==> src/rtl/sai_pkg.sv <==
// ----------------------------------------------------------------------------
// sai_pkg: shared types and constants for the shift array block
// Array depth, request and status codes, and the controller/datapath bundles.
// ----------------------------------------------------------------------------
package sai_pkg;

	localparam int DEPTH    = 16;
	localparam int IDX_W    = (DEPTH > 1) ? $clog2(DEPTH) : 1;
	localparam int POS_W    = 6;
	localparam int WORD_W   = 32;
	localparam int REQ_W    = 2;
	localparam int STAT_W   = 2;

	// request codes
	localparam logic [REQ_W-1:0] REQ_LOAD   = 2'd0;
	localparam logic [REQ_W-1:0] REQ_READ   = 2'd1;
	localparam logic [REQ_W-1:0] REQ_INSERT = 2'd2;
	localparam logic [REQ_W-1:0] REQ_DELETE = 2'd3;

	// status codes
	localparam logic [STAT_W-1:0] ST_OK          = 2'd0;
	localparam logic [STAT_W-1:0] ST_NOT_CREATED = 2'd1;
	localparam logic [STAT_W-1:0] ST_NOT_FOUND   = 2'd2;
	localparam logic [STAT_W-1:0] ST_RANGE       = 2'd3;

	// controller -> datapath
	typedef struct packed {
		logic              cap;      // capture the request fields
		logic              load;     // write next slot, emit
		logic              ins;      // insert at position, emit
		logic              match;    // register the compare vector
		logic              del;      // delete at match, emit
		logic              rd;       // emit one read-out entry
		logic              err;      // emit an error result
		logic [STAT_W-1:0] err_code;
	} sai_cmd_t;

	// datapath -> controller
	typedef struct packed {
		logic [REQ_W-1:0] req;
		logic             created;
		logic             pos_ok;
		logic             found;
		logic             rd_last;
	} sai_stat_t;

endpackage

==> src/rtl/sai_ctrl.sv <==
// ----------------------------------------------------------------------------
// sai_ctrl: request sequencer
// Accepts a transaction, decodes it and steps the datapath through it.
// ----------------------------------------------------------------------------
module sai_ctrl (
	input  logic                clk,
	input  logic                arst_n,
	input  logic                start,
	output logic                busy,
	input  sai_pkg::sai_stat_t  stat,
	output sai_pkg::sai_cmd_t   cmd
);
	import sai_pkg::*;

	localparam logic [1:0] S_IDLE = 2'd0;
	localparam logic [1:0] S_EXEC = 2'd1;
	localparam logic [1:0] S_READ = 2'd2;
	localparam logic [1:0] S_DEL  = 2'd3;

	logic [1:0] state_q;
	logic [1:0] state_d;

	assign busy = (state_q != S_IDLE);

	always_comb begin
		cmd     = '0;
		state_d = state_q;
		case (state_q)
			S_IDLE: begin
				if (start) begin
					cmd.cap = 1'b1;
					state_d = S_EXEC;
				end
			end
			S_EXEC: begin
				state_d = S_IDLE;
				if (stat.req == REQ_LOAD) begin
					cmd.load = 1'b1;
				end else if (!stat.created) begin
					cmd.err      = 1'b1;
					cmd.err_code = ST_NOT_CREATED;
				end else begin
					case (stat.req)
						REQ_READ: state_d = S_READ;
						REQ_INSERT: begin
							if (stat.pos_ok) begin
								cmd.ins = 1'b1;
							end else begin
								cmd.err      = 1'b1;
								cmd.err_code = ST_RANGE;
							end
						end
						REQ_DELETE: begin
							cmd.match = 1'b1;
							state_d   = S_DEL;
						end
						default: state_d = S_IDLE;
					endcase
				end
			end
			S_READ: begin
				cmd.rd = 1'b1;
				if (stat.rd_last) begin
					state_d = S_IDLE;
				end
			end
			S_DEL: begin
				state_d = S_IDLE;
				if (stat.found) begin
					cmd.del = 1'b1;
				end else begin
					cmd.err      = 1'b1;
					cmd.err_code = ST_NOT_FOUND;
				end
			end
			default: state_d = S_IDLE;
		endcase
	end

	always_ff @(posedge clk or negedge arst_n) begin
		if (!arst_n) begin
			state_q <= S_IDLE;
		end else begin
			state_q <= state_d;
		end
	end

endmodule

==> src/rtl/sai_dp.sv <==
// ----------------------------------------------------------------------------
// sai_dp: array datapath
// Word array with shift-up/shift-down, fill counter, match vector, result regs.
// ----------------------------------------------------------------------------
module sai_dp (
	input  logic                              clk,
	input  logic                              arst_n,
	input  sai_pkg::sai_cmd_t                 cmd,
	output sai_pkg::sai_stat_t                stat,
	input  logic [sai_pkg::REQ_W-1:0]         req_type,
	input  logic [sai_pkg::POS_W-1:0]         position,
	input  logic signed [sai_pkg::WORD_W-1:0] item_value,
	output logic                              strobe,
	output logic [sai_pkg::STAT_W-1:0]        status,
	output logic signed [sai_pkg::WORD_W-1:0] value,
	output logic [sai_pkg::POS_W-1:0]         index,
	output logic                              last
);
	import sai_pkg::*;

	localparam logic [IDX_W-1:0] LAST_IDX = IDX_W'(DEPTH - 1);
	localparam logic [POS_W:0]   DEPTH_P  = (POS_W + 1)'(DEPTH);

	logic [REQ_W-1:0]         req_q;
	logic [POS_W-1:0]         pos_q;
	logic signed [WORD_W-1:0] item_q;
	logic signed [WORD_W-1:0] elem_q [DEPTH];
	logic [DEPTH-1:0]         match_q;
	logic [IDX_W-1:0]         fill_q;
	logic                     created_q;
	logic [IDX_W-1:0]         rd_idx_q;

	logic                     strobe_q;
	logic [STAT_W-1:0]        status_q;
	logic signed [WORD_W-1:0] value_q;
	logic [POS_W-1:0]         index_q;
	logic                     last_q;

	logic [IDX_W-1:0] pos_idx;
	logic [IDX_W-1:0] found_idx;
	logic             rd_last;

	assign pos_idx = pos_q[IDX_W-1:0];
	assign rd_last = (rd_idx_q == LAST_IDX);

	// lowest set bit of the match vector
	always_comb begin
		found_idx = '0;
		for (int k = DEPTH - 1; k >= 0; k--) begin
			if (match_q[k]) begin
				found_idx = IDX_W'(k);
			end
		end
	end

	assign stat.req     = req_q;
	assign stat.created = created_q;
	assign stat.pos_ok  = ({1'b0, pos_q} < DEPTH_P);
	assign stat.found   = |match_q;
	assign stat.rd_last = rd_last;

	// request capture and match vector
	always_ff @(posedge clk) begin
		if (cmd.cap) begin
			req_q  <= req_type;
			pos_q  <= position;
			item_q <= item_value;
		end
		if (cmd.match) begin
			for (int k = 0; k < DEPTH; k++) begin
				match_q[k] <= (elem_q[k] == item_q);
			end
		end
	end

	// word array
	always_ff @(posedge clk) begin
		for (int k = 0; k < DEPTH; k++) begin
			if (cmd.load && (fill_q == IDX_W'(k))) begin
				elem_q[k] <= item_q;
			end else if (cmd.ins) begin
				if (pos_idx == IDX_W'(k)) begin
					elem_q[k] <= item_q;
				end else if ((k > 0) && (IDX_W'(k) > pos_idx)) begin
					elem_q[k] <= elem_q[(k > 0) ? k - 1 : 0];
				end
			end else if (cmd.del && (IDX_W'(k) >= found_idx)) begin
				if (k == DEPTH - 1) begin
					// match in the top slot clears it; otherwise the top slot keeps its word
					if (found_idx == LAST_IDX) begin
						elem_q[k] <= '0;
					end
				end else begin
					elem_q[k] <= elem_q[(k < DEPTH - 1) ? k + 1 : k];
				end
			end
		end
	end

	// fill counter, created flag, read pointer
	always_ff @(posedge clk or negedge arst_n) begin
		if (!arst_n) begin
			fill_q    <= '0;
			created_q <= 1'b0;
			rd_idx_q  <= '0;
		end else begin
			if (cmd.load) begin
				if (fill_q == LAST_IDX) begin
					fill_q    <= '0;
					created_q <= 1'b1;
				end else begin
					fill_q <= fill_q + 1'b1;
				end
			end
			if (cmd.rd) begin
				rd_idx_q <= rd_last ? '0 : rd_idx_q + 1'b1;
			end
		end
	end

	// result registers
	always_ff @(posedge clk or negedge arst_n) begin
		if (!arst_n) begin
			strobe_q <= 1'b0;
		end else begin
			strobe_q <= cmd.load | cmd.ins | cmd.del | cmd.rd | cmd.err;
		end
	end

	always_ff @(posedge clk) begin
		status_q <= cmd.err ? cmd.err_code : ST_OK;
		value_q  <= cmd.rd ? elem_q[rd_idx_q] : '0;
		last_q   <= cmd.rd ? rd_last : 1'b1;
		if (cmd.load) begin
			index_q <= POS_W'(fill_q);
		end else if (cmd.ins) begin
			index_q <= pos_q;
		end else if (cmd.del) begin
			index_q <= POS_W'(found_idx);
		end else if (cmd.rd) begin
			index_q <= POS_W'(rd_idx_q);
		end else begin
			index_q <= '0;
		end
	end

	assign strobe = strobe_q;
	assign status = status_q;
	assign value  = value_q;
	assign index  = index_q;
	assign last   = last_q;

endmodule

==> src/rtl/shift_array_insert_delete.sv <==
// ----------------------------------------------------------------------------
// shift_array_insert_delete: fixed word array with insert/delete by shifting
// Command-driven array of DEPTH signed words with load, read, insert, delete.
// ----------------------------------------------------------------------------
// Usage:
//   A transaction is taken on a rising edge with start high and busy low.
//   req_type selects load (next slot), read (whole array), insert at
//   position, or delete of the first word equal to item_value.
//   Each result shows on status/value/index/last for one cycle with strobe
//   high; last marks the final result of a transaction. The receiver
//   cannot stall, so results are never held back.
// Timing:
//   Load, insert and any error found at decode: the result is registered
//   in the decode cycle and shows in the cycle after it.
//   Delete: the 16-way compare is registered before the
//   priority pick and the shift.
//   Read: one word per cycle from the array mux.
// Reset:
//   arst_n clears the controller, the fill counter and the created flag.
//   Array words are undefined until loaded; reads, inserts and deletes
//   report "not created" until DEPTH loads have been done.
// ----------------------------------------------------------------------------
module shift_array_insert_delete (
	input  logic                              clk,
	input  logic                              arst_n,
	input  logic                              start,
	output logic                              busy,
	input  logic [sai_pkg::REQ_W-1:0]         req_type,
	input  logic [sai_pkg::POS_W-1:0]         position,
	input  logic signed [sai_pkg::WORD_W-1:0] item_value,
	output logic                              strobe,
	output logic [sai_pkg::STAT_W-1:0]        status,
	output logic signed [sai_pkg::WORD_W-1:0] value,
	output logic [sai_pkg::POS_W-1:0]         index,
	output logic                              last
);
	import sai_pkg::*;

	// command and status bundles between sequencer and datapath
	sai_cmd_t  cmd;
	sai_stat_t stat;

	// sequencer: idle -> decode -> (read sweep | delete pick) -> idle
	sai_ctrl u_ctrl (
		.clk    (clk),
		.arst_n (arst_n),
		.start  (start),
		.busy   (busy),
		.stat   (stat),
		.cmd    (cmd)
	);

	// datapath: request regs, array, counters, result regs
	sai_dp u_dp (
		.clk        (clk),
		.arst_n     (arst_n),
		.cmd        (cmd),
		.stat       (stat),
		.req_type   (req_type),
		.position   (position),
		.item_value (item_value),
		.strobe     (strobe),
		.status     (status),
		.value      (value),
		.index      (index),
		.last       (last)
	);

endmodule

==> config.mk <==
export PLATFORM = sky130hd
export DESIGN_NAME = shift_array_insert_delete
export DESIGN_NICKNAME = d
export VERILOG_FILES = /design/src/rtl/sai_pkg.sv /design/src/rtl/sai_ctrl.sv /design/src/rtl/sai_dp.sv /design/src/rtl/shift_array_insert_delete.sv
export SDC_FILE = /design/constraint.sdc
export NUM_CORES = 2
export LEC_CHECK = 0
export ABC_AREA = 0
export BUFFER_PORTS_ARGS = -buffer_cell sky130_fd_sc_hd__buf_2
export CAP_MARGIN = 40
export CORE_MARGIN = 2
export CORE_UTILIZATION = 40
export DETAILED_ROUTE_END_ITERATION = 16
export HOLD_SLACK_MARGIN = 0.05
export PLACE_DENSITY = 0.61
export SETUP_SLACK_MARGIN = 0.2
export SLEW_MARGIN = 20
export SYNTH_ARGS = -nofsm -noshare
export SYNTH_HDL_FRONTEND = slang
export SYNTH_SLANG_ARGS = --single-unit
==> constraint.sdc <==
create_clock -name clk -period 5.41 [get_ports clk]
set_input_delay 0.541 -clock clk [delete_from_list [all_inputs] [get_ports clk]]
set_output_delay 0.541 -clock clk [all_outputs]
set_load 0.1 [all_outputs]
==> summary.md <==
| Metric | Value |
|---|---|
| Postcts setup bufs | `0` |
| Routed vias/inst | `6.24` |
| Final HPWL DP | `~100000 um` |
| Drt first-iter violations | `around 4400` |
| Netlist Area Pre-Place | `between 30000 and 40000 sq um` |
| # IOs | `86` |
| Post-synth EDFFs | `roughly 570` |
| CTS tree | `built` |
| Crit path capture type | `register` |
| Number of global-route vias before repair | `around 29000` |
| WL final | `between 100000 and 150000 um` |
| Compound-Gate Fraction of Synth Area | `under 10%` |
| Filler Cell Count | `9225` |
| CTS Buf Count | `78` |
| Setup violations, final | `0` |
| Top cell type's share of synthesized area | `42.9%` |
| Worst-skew pair later-pin latency | `0.66 ns` |
| Post-synthesis sequential area ratio | `a little under half` |
| Cells after Synth | `about 3600` |
| Fraction of registers with async set/reset | `under 10%` |
| RePlAce Congestion | `0.976` |
| Total congestion overflow | `0` |
| Final Total Pwr | `~12 mW` |
| Clock buffer depth | `3` |
| Final Net Count | `roughly 3600` |
| Area growth syn-to-layout | `11.7%` |
| Site Rows | `~120` |
| Max H-tree Level | `3` |
| Vias | `30400` |
| Max-cap violation count | `0` |
| Setup WS pre-CTS | `approximately 1.9 ns` |
| Nature of the critical path startpoint | `register` |
| Number of synthesized register bits | `about 620` |
| Worst Path Arrival | `a little under 4 ns` |
| Non-filler cells in the finished layout | `between 4000 and 5000` |
| Status | `complete, no violations` |
| Period utilisation layout | `around 66%` |
| Port bufs | `85` |
| Reg2reg setup slack | `roughly 1.8 ns` |
| Clock transition at path regs | `0.06 ns` |
| Setup CP Type | `reg -> reg` |
| Pin count of the biggest net entering global routing | `between 60 and 70` |
| Full die area | `slightly above 100000 sq um` |
| Initial Utilization | `between 40% and 50%` |
| Post-DRT Antenna Nets | `0` |
| Area occupied by multi-input gates | `20200 sq um` |
| Clk sink count | `621` |
| Slew @ Worst Pin | `slightly below 1 ns` |
| Synth Flop Type | `edfxtp_1` |
| Die H | `319 um` |
| RSZ-0062 raised after global routing | `no` |
| Slew Limit Fails | `0` |
| Post-route setup slack | `roughly 1.8 ns` |
| Dpl cells | `around 4700` |
| Highest clock rate | `between 0.2 and 0.3 GHz` |
| DRC viols | `0` |
| Post-Synth XOR/XNOR Area | `a little under an eighth` |
| Crit path required time | `about 5.8 ns` |
| CTS hold repair buffers | `19` |
| PostCTS Resize Cnt | `0` |
| Synth top area cells | `edfxtp_1 (43%), xor2_1 (11%), mux4_2 (9.1%)` |
| Global-route wire length before repair | `210000 um` |
| Root Driver | `clkbuf_16` |
| Register area | `approximately 18000 sq um` |
| Synth cell types | `between 60 and 70` |
| Final hold violations | `0` |
| Worst vdd ir | `~0.21 mV` |
| Tmin final | `about 3.6 ns` |
| Clock Skew | `about 0.028 ns` |
| Worst-path fanout max | `33` |
| Drt wl/cell | `29.7 um` |
| Core ar. | `slightly below 100000 sq um` |
| Hold Crit Class | `in -> reg` |
| Pre-Repair DR Iteration Count | `6` |
| Width of the die | `roughly 320 um` |
| Synth Area in Adders | `less than 1%` |
| GRT Overall Usage | `between 20% and 30%` |
| Sum Neg Setup Slack | `0 ns` |
| PwrDens | `around 270 nW/um^2` |
| Share of cells above drive strength 1 | `between 10% and 20%` |
| Leak Pwr | `approximately 15 nW` |
| Number of antenna violations at the first check in global routing | `10` |
| Most area-hungry cell type in the Yosys netlist | `edfxtp_1` |
| Mux cell area share after synthesis | `a little over a fifth` |
| Rel. slew slack | `~34%` |
| YS warnings | `0` |
| Avg Inst Size Synth | `11.2 sq um` |
| Largest family of logic cells by synthesized area | `multiplexers` |
| Post-Synth Simple-Gate Area | `10.8%` |
cell usage after synthesis, types with 25 or more instances:
master    instances
edfxtp_1        568
xor2_1          512
nand2_1         506
mux2i_1         289
o21ai_0         237
clkbuf_1        236
mux2_2          160
mux4_2          160
nor4_1          132
nor2_1          103
a31oi_1          96
a21oi_1          77
nand3_1          74
o21ai_1          66
buf_1            48
dfxtp_1          41
nand4_1          37
and2_1           36
buf_2            26
buf_4            25
cell families after synthesis:
family                     count (synthesis)
and+or+nand+nor                          933
DFF                                      621
muxes                                    610
AOI/OAI and AO/OA                        517
xor gates and xnor gates                 514
buffers and inverters                    355
adders and majority gates                  5
other                                      1
state kept, by name (all words and copies together) (netlist names), 2 cells and up:
| signal | cells |
|---|---|
| u_dp.req_q | 2 |
| u_dp.item_q | 32 |
| u_dp.elem_q | 512 |
| u_dp.pos_q | 6 |
| u_dp.fill_q | 4 |
| u_ctrl.state_q | 2 |
| u_dp.status | 2 |
| u_dp.index | 6 |
| u_dp.match_q | 16 |
| u_dp.value | 32 |
| u_dp.rd_idx_q | 4 |
layout make-up:
cell class,count,share of cell area [%]
antenna,2,0.0113
clock buffer,104,4.94
clock inverter,38,0.919
inverter,11,0.0930
multi-input combinational,2581,45.5
sequential,621,41.0
tap,1287,3.63
timing repair buffer,232,3.88
report_power, final:
part | switching [mW] | leakage (nW) | total (mW) | internal (mW)
sequential | 0.122 | 5.59 | 5.45 | 5.33
clock | 2.21 | 1.28 | 5.45 | 3.24
combinational | 0.640 | 7.77 | 1.00 | 0.359
total | 2.98 | 14.6 | 11.9 | 8.92
path summary, 6_finish.rpt:
check                                              from                            end  cells past startpoint
max                           u_dp.match_q[5]$_DFFE_PP_  u_dp.elem_q[12][13]$_DFFE_PP_                      9
min                                       item_value[6]       u_dp.item_q[6]$_DFFE_PP_                      1
max reg2reg                   u_dp.match_q[5]$_DFFE_PP_  u_dp.elem_q[12][13]$_DFFE_PP_                      9
min reg2reg                u_dp.rd_idx_q[3]$_DFFE_PN0N_   u_dp.rd_idx_q[3]$_DFFE_PN0N_                      1
max in group asynchronous                        arst_n   u_dp.rd_idx_q[0]$_DFFE_PN0N_                      2
min in group asynchronous                        arst_n     u_dp.fill_q[0]$_DFFE_PN0P_                      2
metal layers:
layer	part of all wire (%)	vias up	GRT usage (%)
li1	-	13000	-
met1	40	15500	38.1
met2	45	1725	42.2
met3	10	237	6.56
met4	4.9	6	12.7
met5	0.026	-	0
cells in the final DEF, fill, tap and decap left out, types with 16 or more instances in the layout:
cell type / netlist / layout
a31oi_1: 96 / 96
buf_2: 26 / 86
nand4_1: 37 / 37
nor4_1: 132 / 132
mux2i_1: 289 / 289
dlygate4sd3_1: 0 / 19
and2_1: 36 / 36
clkbuf_1: 236 / 16
buf_4: 25 / 112
dfxtp_1: 41 / 41
a21oi_1: 77 / 72
o21ai_0: 237 / 237
nand2_1: 506 / 505
mux2_2: 160 / 160
nand3_1: 74 / 72
edfxtp_1: 568 / 568
mux4_2: 160 / 160
xor2_1: 512 / 512
clkbuf_16: 0 / 82
o21ai_1: 66 / 63
nor2_1: 103 / 98
worst max-delay path, cell delays in order (launching register included):
cell	delay [ns]
edfxtp_1	0.47
or4_4	0.62
nor4_2	0.39
nand2b_1	0.26
or4_1	0.17
buf_4	0.36
and2_1	0.19
buf_4	0.35
nand3_2	0.13
buf_4	0.30
per-stage QoR:
stage | util, % | hold WS, ns | cell area (sq um)
after floorplan | - | 0.245 | 39700
after global placement | 42.0 | 0.461 | 41400
after detailed placement | 42.2 | 0.463 | 41500
after CTS | 45.1 | 0.0501 | 44300
after global routing | 45.1 | 0.0669 | 44400
final | 45.1 | 0.0756 | 44400
(Power assumes the default switching activity.)
